===== src/rtl/untp_pkg.sv =====
// Package for the unsigned number text parser.
// Holds the character codes, limits and character class helpers.
// No dependencies.
package untp_pkg;

    // Byte codes
    localparam logic [7:0] CHAR_NUL   = 8'h00;
    localparam logic [7:0] CHAR_SPACE = 8'h20;
    localparam logic [7:0] CHAR_TAB   = 8'h09;
    localparam logic [7:0] CHAR_CR    = 8'h0D;
    localparam logic [7:0] CHAR_PLUS  = 8'h2B;
    localparam logic [7:0] CHAR_MINUS = 8'h2D;
    localparam logic [7:0] CHAR_ZERO  = 8'h30;
    localparam logic [7:0] CHAR_ONE   = 8'h31;
    localparam logic [7:0] CHAR_SEVEN = 8'h37;
    localparam logic [7:0] CHAR_NINE  = 8'h39;
    localparam logic [7:0] CHAR_LO_A  = 8'h61;
    localparam logic [7:0] CHAR_LO_F  = 8'h66;
    localparam logic [7:0] CHAR_UP_A  = 8'h41;
    localparam logic [7:0] CHAR_UP_F  = 8'h46;
    localparam logic [7:0] CHAR_LO_X  = 8'h78;
    localparam logic [7:0] CHAR_UP_X  = 8'h58;

    // Result limits
    localparam logic [31:0] FAIL_VALUE = 32'hFFFF_FFFF;

    // Digit value for "not a hex digit"
    localparam logic [4:0] NO_DIGIT = 5'd16;

    // Space and the control bytes tab through carriage return
    function automatic logic is_blank(input logic [7:0] c);
        return (c == CHAR_SPACE) || (c >= CHAR_TAB && c <= CHAR_CR);
    endfunction

    // Hex digit value, or NO_DIGIT
    function automatic logic [4:0] hex_value(input logic [7:0] c);
        logic [7:0] v;
        v = 8'd0;
        if (c >= CHAR_ZERO && c <= CHAR_NINE)
        begin
            v = c - CHAR_ZERO;
            return v[4:0];
        end
        if (c >= CHAR_LO_A && c <= CHAR_LO_F)
        begin
            v = c - CHAR_LO_A + 8'd10;
            return v[4:0];
        end
        if (c >= CHAR_UP_A && c <= CHAR_UP_F)
        begin
            v = c - CHAR_UP_A + 8'd10;
            return v[4:0];
        end
        return NO_DIGIT;
    endfunction

endpackage


===== src/rtl/unsigned_number_text_parser.sv =====
// Unsigned number text parser: a base-0 style text to 32-bit integer converter.
// Depends on untp_pkg.
//
// Usage:
//   Slave stream (s_tvalid/s_tready/s_tdata/s_tlast) carries one text byte
//   per transfer; s_tlast marks the last byte of the text. A NUL byte ends the
//   text early and the bytes after it, up to s_tlast, are ignored.
//   Master stream (m_tvalid/m_tready/m_tdata/m_tuser) carries one result per
//   text: the value in m_tdata, or all ones with m_tuser = 1 on a parse error.
//   Bytes without s_tlast produce no transfer on the master side.
// Timing:
//   One byte per cycle sustained while no last byte waits for a stalled result.
//   A byte is held in an input register, then the parse state and, on the last
//   byte, the result register, which drives m_tvalid, are updated from it.
//   The per-byte update is a constant radix multiply-add (shifts and adds)
//   plus the phase logic.
// Reset and stall:
//   rst_n clears the parse state to the start of a new text and empties both
//   registers. When m_tready is low with a result waiting, non-last bytes are
//   still taken; a last byte waits in the input register and s_tready drops
//   until the result has been transferred.
module unsigned_number_text_parser
    import untp_pkg::*;
(
    input  logic        clk,
    input  logic        rst_n,
    // Input byte stream
    input  logic        s_tvalid,
    output logic        s_tready,
    input  logic [7:0]  s_tdata,   // [7:0] text_byte
    input  logic        s_tlast,   // is_last
    // Result stream
    output logic        m_tvalid,
    input  logic        m_tready,
    output logic [31:0] m_tdata,   // [31:0] parsed_value
    output logic        m_tuser    // [0] parse_error
);

    typedef enum logic [2:0] {
        PH_START,
        PH_SIGN,
        PH_ZERO,
        PH_HEXPFX,
        PH_DIGITS
    } phase_t;

    typedef enum logic [1:0] {
        BASE_DEC,
        BASE_OCT,
        BASE_HEX
    } base_t;

    // Input register
    logic       in_valid_reg;
    logic [7:0] in_byte_reg;
    logic       in_last_reg;

    // Parse state
    phase_t      phase_reg, phase_next;
    base_t       base_reg, base_next;
    logic [31:0] mag_reg, mag_next;
    logic        ovf_reg, ovf_next;
    logic        minus_reg, minus_next;
    logic        err_reg, err_next;
    logic        ended_reg, ended_next;

    // Result register
    logic        out_valid_reg;
    logic [31:0] out_value_reg;
    logic        out_error_reg;

    logic        out_free;
    logic        advance;
    logic [4:0]  digit;
    logic [4:0]  radix;
    logic [35:0] scaled;
    logic [35:0] acc_sum;
    logic        fail;

    // Handshake: a last byte needs a free result register
    assign out_free = !out_valid_reg || m_tready;
    assign advance  = in_valid_reg && (!in_last_reg || out_free);
    assign s_tready = !in_valid_reg || advance;

    assign m_tvalid = out_valid_reg;
    assign m_tdata  = out_value_reg;
    assign m_tuser  = out_error_reg;

    // Digit value and radix multiply-add
    assign digit = hex_value(in_byte_reg);

    always_comb
    begin
        unique case (base_reg)
            BASE_OCT:
            begin
                radix  = 5'd8;
                scaled = {1'b0, mag_reg, 3'b000};
            end
            BASE_HEX:
            begin
                radix  = 5'd16;
                scaled = {mag_reg, 4'b0000};
            end
            default:
            begin
                radix  = 5'd10;
                scaled = {1'b0, mag_reg, 3'b000} + {3'b000, mag_reg, 1'b0};
            end
        endcase
    end

    assign acc_sum = scaled + {31'd0, digit};

    // Per-byte parse step
    always_comb
    begin
        phase_next = phase_reg;
        base_next  = base_reg;
        mag_next   = mag_reg;
        ovf_next   = ovf_reg;
        minus_next = minus_reg;
        err_next   = err_reg;
        ended_next = ended_reg;

        if (!err_reg && !ended_reg)
        begin
            unique case (phase_reg)
                PH_START, PH_SIGN:
                begin
                    if (in_byte_reg == CHAR_NUL)
                    begin
                        err_next   = 1'b1;
                        ended_next = 1'b1;
                    end
                    else if (phase_reg == PH_START && is_blank(in_byte_reg))
                    begin
                        phase_next = PH_START;
                    end
                    else if (phase_reg == PH_START && in_byte_reg == CHAR_PLUS)
                    begin
                        phase_next = PH_SIGN;
                    end
                    else if (phase_reg == PH_START && in_byte_reg == CHAR_MINUS)
                    begin
                        minus_next = 1'b1;
                        phase_next = PH_SIGN;
                    end
                    else if (in_byte_reg == CHAR_ZERO)
                    begin
                        phase_next = PH_ZERO;
                    end
                    else if (in_byte_reg >= CHAR_ONE && in_byte_reg <= CHAR_NINE)
                    begin
                        base_next  = BASE_DEC;
                        mag_next   = {27'd0, digit};
                        phase_next = PH_DIGITS;
                    end
                    else
                    begin
                        err_next = 1'b1;
                    end
                end
                PH_ZERO:
                begin
                    if (in_byte_reg == CHAR_NUL)
                    begin
                        ended_next = 1'b1;
                    end
                    else if (in_byte_reg == CHAR_LO_X || in_byte_reg == CHAR_UP_X)
                    begin
                        phase_next = PH_HEXPFX;
                    end
                    else if (in_byte_reg >= CHAR_ZERO && in_byte_reg <= CHAR_SEVEN)
                    begin
                        base_next  = BASE_OCT;
                        mag_next   = {27'd0, digit};
                        phase_next = PH_DIGITS;
                    end
                    else
                    begin
                        err_next = 1'b1;
                    end
                end
                PH_HEXPFX:
                begin
                    if (digit != NO_DIGIT)
                    begin
                        base_next  = BASE_HEX;
                        mag_next   = {27'd0, digit};
                        phase_next = PH_DIGITS;
                    end
                    else
                    begin
                        err_next = 1'b1;
                        if (in_byte_reg == CHAR_NUL)
                            ended_next = 1'b1;
                    end
                end
                PH_DIGITS:
                begin
                    if (in_byte_reg == CHAR_NUL)
                    begin
                        ended_next = 1'b1;
                    end
                    else if (digit < radix)
                    begin
                        mag_next = acc_sum[31:0];
                        if (acc_sum[35:32] != 4'd0)
                            ovf_next = 1'b1;
                    end
                    else
                    begin
                        err_next = 1'b1;
                    end
                end
                default:
                begin
                    err_next = 1'b1;
                end
            endcase
        end
    end

    // End of text: an implicit NUL fails in the start, sign and prefix phases
    assign fail = err_next || ovf_next || (mag_next == FAIL_VALUE)
                || (minus_next && mag_next != 32'd0)
                || (!ended_next && (phase_next == PH_START || phase_next == PH_SIGN
                                    || phase_next == PH_HEXPFX));

    // Input register
    always_ff @(posedge clk or negedge rst_n)
    begin
        if (!rst_n)
        begin
            in_valid_reg <= 1'b0;
        end
        else if (s_tready)
        begin
            in_valid_reg <= s_tvalid;
        end
    end

    always_ff @(posedge clk)
    begin
        if (s_tready && s_tvalid)
        begin
            in_byte_reg <= s_tdata;
            in_last_reg <= s_tlast;
        end
    end

    // Parse state; back to start after the last byte
    always_ff @(posedge clk or negedge rst_n)
    begin
        if (!rst_n)
        begin
            phase_reg <= PH_START;
            base_reg  <= BASE_DEC;
            mag_reg   <= 32'd0;
            ovf_reg   <= 1'b0;
            minus_reg <= 1'b0;
            err_reg   <= 1'b0;
            ended_reg <= 1'b0;
        end
        else if (advance)
        begin
            if (in_last_reg)
            begin
                phase_reg <= PH_START;
                base_reg  <= BASE_DEC;
                mag_reg   <= 32'd0;
                ovf_reg   <= 1'b0;
                minus_reg <= 1'b0;
                err_reg   <= 1'b0;
                ended_reg <= 1'b0;
            end
            else
            begin
                phase_reg <= phase_next;
                base_reg  <= base_next;
                mag_reg   <= mag_next;
                ovf_reg   <= ovf_next;
                minus_reg <= minus_next;
                err_reg   <= err_next;
                ended_reg <= ended_next;
            end
        end
    end

    // Result register
    always_ff @(posedge clk or negedge rst_n)
    begin
        if (!rst_n)
        begin
            out_valid_reg <= 1'b0;
        end
        else if (advance && in_last_reg)
        begin
            out_valid_reg <= 1'b1;
        end
        else if (m_tready)
        begin
            out_valid_reg <= 1'b0;
        end
    end

    always_ff @(posedge clk)
    begin
        if (advance && in_last_reg)
        begin
            out_value_reg <= fail ? FAIL_VALUE : mag_next;
            out_error_reg <= fail;
        end
    end

endmodule


===== config.mk =====
export PLATFORM = sky130hd
export DESIGN_NAME = unsigned_number_text_parser
export DESIGN_NICKNAME = d
export VERILOG_FILES = /design/src/rtl/untp_pkg.sv /design/src/rtl/unsigned_number_text_parser.sv
export SDC_FILE = /design/constraint.sdc
export NUM_CORES = 1
export LEC_CHECK = 0
export ABC_CLOCK_PERIOD_IN_PS = 8700
export BUFFER_PORTS_ARGS = -buffer_cell sky130_fd_sc_hd__buf_4
export CAP_MARGIN = 20
export CORE_MARGIN = 8
export CORE_UTILIZATION = 30
export DETAILED_ROUTE_END_ITERATION = 7
export PLACE_DENSITY_LB_ADDON = 0.08
export SLEW_MARGIN = 20
export SYNTH_ARGS = -nofsm -noshare
export SYNTH_HDL_FRONTEND = slang
export SYNTH_SLANG_ARGS = --single-unit

===== constraint.sdc =====
create_clock -name clk -period 8.7 [get_ports clk]
set_input_delay 0.87 -clock clk [delete_from_list [all_inputs] [get_ports clk]]
set_output_delay 0.87 -clock clk [all_outputs]
set_load 0.03 [all_outputs]

==> results of run 1 <==
==> placed cells by master, fill, tap and decap left out, drive strengths merged, types with 9 or more instances in the layout <==
cell type,n
ha,44
a21oi,79
clkbuf,9
edfxtp,42
dfrtp,43
nand4,22
nor4,19
or4,12
o21a,12
xnor2,19
a211oi,17
o211ai,14
mux2i,9
inv,27
a31oi,13
a22oi,12
nor3,33
nor2,67
buf,58
and2,14
or3,10
and3,12
nand2,123
nand3,53
a21o,14
a22o,17
o21ai,67
a221oi,22
nand2b,12
==> final timing paths <==
path                           startpoint  cells past startpoint  slack, ps      endpoint
setup / recovery           in_byte_reg[0]                     20       1940    m_tdata[3]
hold / removal                      rst_n                      1        540  in_valid_reg
setup reg to reg           in_byte_reg[0]                     20       1940    m_tdata[3]
hold reg to reg                 minus_reg                      1        550     minus_reg
max in group asynchronous           rst_n                      1       7700   mag_reg[18]
min in group clk                minus_reg                      1        550     minus_reg
==> per-layer routing <==
layer	vias up	GRT usage, %	part of all wire (%)	routed length (um)
li1	4143	-	-	-
met1	4113	21.9	44	13600
met2	177	32.7	50	15600
met3	50	2.60	3.1	976
met4	0	6.45	3.0	927
met5	-	0	0	0
==> logic make-up after synthesis <==
logic type | after synthesis | synth area share (%)
AOI/OAI and AO/OA | 369 | 30.8
muxes | 12 | 1.46
DFF | 85 | 27.5
adders and majority gates | 46 | 6.95
and+or+nand+nor | 426 | 26.0
xor gates and xnor gates | 26 | 2.77
buffers and inverters | 92 | 4.50
==> through the flow <==
step | instances | util [%]
global route | 1441 | 34.0
CTS | 1441 | 34.0
global placement | 1425 | 32.8
floorplan | 1056 | -
detailed placement | 1425 | 32.8
finish | 1442 | 34.0
==> cell type report <==
| type | instances | share of cell area [%] |
|---|---|---|
| Tap cell | 378 | 5.00 |
| Multi-Input combinational cell | 879 | 61.2 |
| Inverter | 25 | 0.991 |
| Clock inverter | 7 | 1.08 |
| Sequential cell | 85 | 24.7 |
| Timing Repair Buffer | 58 | 4.60 |
| Clock buffer | 9 | 2.38 |
| Antenna cell | 1 | 0.0264 |
==> where the power goes <==
group          switching (mW)  total (mW)  internal (mW)
Sequential             0.0182       0.453          0.434
Combinational           0.163       0.245         0.0818
Clock                   0.179       0.434          0.256
Total                   0.360        1.13          0.772
==> reports/results.tsv, run 1 <==
metric	value	unit
path_clk_slew	70	ps
post-synth-top-area-cell	edfxtp_1	
grt_util_all_layers	18.2	%
core.rowCount	61	
insertion_delay	350	ps
fin_skew	13.5	ps
antenna_found_initial	1	
synth.distinct_cells	90	
postRouteAntennaNets	0	
synth_edf_count	42	
achievable-frequency	0.148	GHz
hold_viol	0	
synthTopCellsByCount	122 x nand2_1, 77 x a21oi_1, 67 x nor2_1	
routed_wl	31100	um
num_vias	8483	
syn-instance-count	1056	
maxSlewHeadroom	36.7	%
syn_area_per_cell	8.05	um2
period_share	77.7	%
drtIter0Drc	506	
outcome	finished, final reports clean	
cts_tree	yes	
nNetsFinal	1117	
start_kind	flip-flop	
drv_cap	0	
setup_viol	0	
crit_fanout	32	
fin_area	9470	um2
wl_per_cell	21.6	um
cts_hold_buffers	0	
endpoint_kind	flip-flop	
dpl-instance-area	9130	um2
rsz0062_at_grt	false	
max_stage_delay	560	ps
regArea	2340	um2
place_ws	2020	ps
grt_pass1_vias	8521	
start_util	30.5	%
area_growth	11.3	%
path_class	flip-flop to flip-flop	
ys_ff_latch	85	
drt_pass1_iterations	5	
hold_class	primary input to async pin	
path_delay_family	simple AND/OR/NAND/NOR gates	
power_density	120	nW/um2
async_flop_share	50.6	%
required	8750	ps
ir_drop	81.2	uV
tightest_slew	940	ps
port_buffers	47	
leakagePower	3.31	nW
ys_top_cells_by_area	edfxtp_1 15%, dfrtp_1 13%, ha_1 6.5%	
yosysSeqAreaShare	27.5	%
multi_input_area	5800	um2
grt_max_degree	51	
total_power	1.13	mW
drc	0	
core	27900	um2
post_cts_buffers	0	
crit_top_cell	nor2_1	
path_cells	inv_1 -> ha_1 -> or3b_2 -> o311a_1 -> nor2_1 -> nor2_1 -> ha_1 -> o21a_1 -> nor2_1 -> o21ai_0 -> nor2_1 -> o21bai_2 -> a221o_1 -> or4_1 -> nor4_1 -> and4_1 -> nand4_1 -> o41ai_4 -> buf_4 -> nand3_1	
io_pins	48	
crit_slowest_cell	or4_1	
ctsResizeCount	0	
ys_warn_count	0	
hold_ws	536	ps
ys.flop_type	dfrtp_1	
arrival	6810	ps
synth_top_cell_area_share	14.8	%
cts_root_buffer	clkbuf_16	
fin_setup_tns	0	ps
globalRouteOverflowTotal	0	
dp.final_hpwl	23700	um
grt_pass1_wl	49200	um
synth.most_common_cell	nand2_1	
dieArea	34000	um2
synthesis.nets	1115	
cts-htree-levels	3	
fin_ws	1940	ps
timing.critical_path.buf_inv	2	
min_period	6760	ps
vias_per_cell	5.88	
cts_buffers	9	
synthesis.area	8500	um2
dieWidth	184	um
clock-sinks	85	
slew_viol_final	0	
gp_congestion	0.846	
clock_path_buffers	2	
die_height	184	um
drive_above_1_share	10.1	%
fill_cells	2962	
(Power assumes the default switching activity.)
==> inputs of run 2 (changes only) <==
--- a/config.mk
+++ b/config.mk
@@ -5,7 +5,7 @@
 export SDC_FILE = /design/constraint.sdc
 export NUM_CORES = 1
 export LEC_CHECK = 0
-export ABC_CLOCK_PERIOD_IN_PS = 8700
+export ABC_CLOCK_PERIOD_IN_PS = 7000
 export BUFFER_PORTS_ARGS = -buffer_cell sky130_fd_sc_hd__buf_4
 export CAP_MARGIN = 20
 export CORE_MARGIN = 8
==> constraint.sdc (replaced) <==
create_clock -name clk -period 7 [get_ports clk]
set_input_delay 0.7 -clock clk [delete_from_list [all_inputs] [get_ports clk]]
set_output_delay 0.7 -clock clk [all_outputs]
set_load 0.03 [all_outputs]
==> run 2 against run 1 <==
Net effect: first-iteration DRC count up 30%; clock-buffer cell count unchanged; clock power up 11%; cell area up 0.89%; sequential power up 23%; global-route usage up 0.087 points; setup slack worse by 1200 ps; sequential share of layout area down 0.22 points; cell count up 0.83%.
==> reports/results.tsv, run 2 (synthesis gave the netlist of run 1 again) <==
metric	value	unit
rsz0062_at_grt	false	
cts_root_buffer	clkbuf_16	
post_cts_buffers	0	
die_height	184	um
antenna_found_initial	0	
ctsResizeCount	0	
path_class	flip-flop to flip-flop	
dieWidth	184	um
drtIter0Drc	658	
leakagePower	3.37	nW
place_inst	1438	
arrival	6310	ps
vias_per_cell	5.91	
drt_pass1_iterations	6	
dieArea	34000	um2
setup_viol	0	
drive_above_1_share	11.2	%
cts-htree-levels	3	
area_growth	12.3	%
cts_buffers	9	
hold_class	primary input to async pin	
ir_drop	97.7	uV
outcome	finished, final reports clean	
crit_fanout	32	
start_kind	flip-flop	
min_period	6260	ps
achievable-frequency	0.160	GHz
hold_viol	0	
nNetsFinal	1130	
multi_input_area	5800	um2
mostFrequentLayoutCells	122 x nand2_1, 77 x a21oi_1, 70 x buf_4	
maxSlewHeadroom	43.1	%
period_share	89.4	%
fin_skew	11.5	ps
path_clk_slew	70	ps
cts_tree	yes	
routed_wl	31100	um
dp.final_hpwl	24100	um
finalNonFillerCells	1454	
cts_hold_buffers	0	
regArea	2340	um2
num_vias	8596	
clock_path_buffers	2	
insertion_delay	340	ps
slew_viol_final	0	
drc	0	
clock-sinks	85	
required	7060	ps
drv_cap	0	
port_buffers	47	
io_pins	48	
power_density	143	nW/um2
wl_per_cell	21.4	um
endpoint_kind	flip-flop	
grt_max_degree	65	
core.rowCount	61	
grt_pass1_wl	49400	um
layout_commonest_cell	nand2_1	
core	27900	um2
fin_area	9550	um2
postRouteAntennaNets	0	
globalRouteOverflowTotal	0	
dpl-instance-area	9240	um2
hold_ws	373	ps
diodes	0	
start_util	30.5	%
tightest_slew	854	ps
fin_setup_tns	0	ps
gp_congestion	0.880	
fill_cells	2969	
grt_pass1_vias	8421	
grt_util_all_layers	18.3	%
==> run 2: cell types whose count changed in the layout (fill, tap and decap cells not counted), sizes merged <==
cell	previous run	this run
buf	58	71
diode	1	0
clkinvlp	1	0
bufinv	2	0
clkinv	2	5
==> run 2: where the power goes <==
| part | internal, mW | switching, mW |
|---|---|---|
| clock | 0.253 | 0.229 |
| sequential | 0.540 | 0.0162 |
| combinational | 0.109 | 0.213 |
==> run 2: cell type report <==
type                            count  area share (%)
Clock buffer                        9            2.36
Sequential cell                    85            24.5
Timing Repair Buffer               71            5.71
Tap cell                          378            4.95
Clock inverter                      7           0.825
Multi-Input combinational cell    879            60.7
Inverter                           25           0.983
==> run 2: path summary, 6_finish.rpt <==
path / end / slack [ps] / from / depth (start not counted)
max: m_tdata[4] / 740 / in_byte_reg[1] / 20
min: base_reg[1] / 370 / rst_n / 1
max reg2reg: m_tdata[4] / 740 / in_byte_reg[1] / 20
min reg2reg: minus_reg / 530 / minus_reg / 1
max in group asynchronous: mag_reg[15] / 6180 / rst_n / 1
min in group clk: minus_reg / 530 / minus_reg / 1
==> run 2: per-layer routing <==
metal  track usage (%)  part of all wire [%]
met1              23.0                    44
met2              33.3                    51
met3              1.97                   2.6
met4              3.71                   1.6
met5                 0                     0
==> run 2: metrics by stage <==
stage	power, mW	setup slack [ps]	utilization (%)
6_report	1.36	741	34.3
5_1_grt	1.43	220	34.3
4_1_cts	1.38	768	34.3
3_5_place_dp	0.888	789	33.2
3_3_place_gp	0.890	918	33.2
2_1_floorplan	0.781	580	-
==> run 2: worst max-delay path, stage by stage (launching register included) <==
cell and delay, ps:
edfxtp_1 510, inv_1 150, ha_1 250, o21bai_1 130
a21oi_1 430, o22ai_1 300, a211oi_1 540, fa_1 320
a21o_1 130, a21oi_1 90, nor2b_1 380, nand4_1 150
buf_4 180, or2_1 250, or4_1 430, or3b_2 210
o211ai_1 160, or4_4 570, o41ai_4 320, buf_4 360
nand3_1 120
==> inputs of run 3 (changes only) <==
--- a/config.mk
+++ b/config.mk
@@ -12,6 +12,7 @@
 export CORE_UTILIZATION = 30
 export DETAILED_ROUTE_END_ITERATION = 7
 export PLACE_DENSITY_LB_ADDON = 0.08
+export RECOVER_POWER = 100
 export SLEW_MARGIN = 20
 export SYNTH_ARGS = -nofsm -noshare
 export SYNTH_HDL_FRONTEND = slang
==> run 3 against run 2 <==
Net effect: the flow now finishes with violations (capacitance limit, slew limit); largest cell class unchanged; fmax shrank 1.1%; via count down 0.19%; critical endpoint unchanged; global-route usage did not move; highest routed layer unchanged; sequential share of layout area rose by 0.44 points; register-to-register slack got worse by 70 ps.
==> reports/results.tsv, run 3 (synthesis gave the netlist of run 1 again) <==
metric	value	unit
cts_buffers	9	
area_growth	10.3	%
globalRouteOverflowTotal	0	
grt_max_degree	65	
clock_path_buffers	2	
outcome	finished, violations left	
core	27900	um2
setup_viol	0	
hold_class	flip-flop to flip-flop	
gp_congestion	0.880	
core.rowCount	61	
port_buffers	47	
leakagePower	3.23	nW
dieWidth	184	um
postRouteAntennaNets	0	
io_pins	48	
rsz0062_at_grt	false	
routed_wl	31100	um
place_ws	789	ps
path_class	flip-flop to flip-flop	
grt_pass1_vias	8421	
endpoint_kind	flip-flop	
power_density	144	nW/um2
grt_pass1_wl	49400	um
cts-htree-levels	3	
total_power	1.36	mW
period_share	90.4	%
maxSlewHeadroom	-83.4	%
num_vias	8580	
cts_root_buffer	clkbuf_16	
antenna_found_initial	0	
ir_drop	96.7	uV
tightest_slew	2750	ps
required	7050	ps
cts_hold_buffers	0	
path_clk_slew	70	ps
start_util	30.5	%
die_height	184	um
min_period	6330	ps
insertion_delay	340	ps
cts_tree	yes	
fin_skew	13.0	ps
drc	0	
hold_viol	0	
drive_above_1_share	7.06	%
slew_viol_final	79	
fin_ws	674	ps
arrival	6380	ps
mostFrequentLayoutCells	122 x nand2_1, 77 x a21oi_1, 66 x nor2_1	
dp.final_hpwl	24100	um
start_kind	flip-flop	
nNetsFinal	1130	
clock-sinks	85	
post_cts_buffers	0	
achievable-frequency	0.158	GHz
drtIter0Drc	590	
wl_per_cell	21.4	um
violations	capacitance limit, slew limit	
drt_pass1_iterations	5	
fill_cells	3007	
fin_setup_tns	0	ps
diodes	0	
dieArea	34000	um2
drv_cap	2	
ctsResizeCount	0	
layout_commonest_cell	nand2_1	
vias_per_cell	5.90	
grt_util_all_layers	18.3	%
crit_fanout	32	
==> run 3: cell count changes in the layout (fill, tap and decap cells not counted), sizes merged <==
cell and change:
buf -51, clkbuf +51
==> run 3: worst max-delay path: stages, from the launching register on <==
cell and delay, ps:
edfxtp_1 470, inv_1 170, ha_1 230, or3b_2 450, o311a_1 190, nor2_1 320
nor2_1 150, ha_1 310, o21a_1 200, nor2_1 110, o21ai_0 190, nor2_1 380
o21bai_1 170, clkbuf_1 330, o2bb2ai_1 280, or4_1 530, nor4_1 250, and4_1 270
nand4_1 200, o41ai_4 330, buf_4 360, nand3_1 120
==> run 3: metrics by stage <==
stage / hold slack (ps) / utilization, % / instance area [um2] / std cells
after global placement: 515 / 33.2 / 9240 / 1438
after CTS: 394 / 34.3 / 9550 / 1454
after detailed placement: 525 / 33.2 / 9240 / 1438
final: 533 / 33.7 / 9380 / 1454
after global routing: 537 / 33.7 / 9380 / 1454
after floorplan: 404 / - / 8500 / 1056
==> run 3: worst paths after layout <==
kind                               end  cells after the start            from  slack [ps]
min                          minus_reg                      1       minus_reg         530
max in group asynchronous  mag_reg[17]                      1           rst_n        4210
min reg2reg                  minus_reg                      1       minus_reg         530
min in group asynchronous  base_reg[1]                      1           rst_n        1220
max reg2reg                 m_tdata[4]                     21  in_byte_reg[0]         670
max                         m_tdata[4]                     21  in_byte_reg[0]         670
==> run 3: area by class of cell <==
class                   instances  area (um2)  area share (%)
clock buffers                   9         225            2.40
clock inverters                 7        78.8           0.840
inverters                      25        93.8            1.00
multi-input cells             879        5790            61.7
flip-flops and latches         85        2340            24.9
well taps                     378         473            5.04
repair buffers                 71         388            4.13
==> run 3: where the power goes <==
part / switching (mW) / total [mW] / internal [mW]
clock: 0.230 / 0.483 / 0.253
combinational: 0.212 / 0.316 / 0.104
sequential: 0.0161 / 0.556 / 0.540
total: 0.458 / 1.36 / 0.897
==> run 3: metal layers <==
metal  wire length [um]  global-route usage [%]  vias up
li1                   -                       -     4168
met1              13800                    23.0     4230
met2              16100                    33.3      155
met3                818                    1.97       27
met4                503                    3.71        0
met5                  0                       0        -
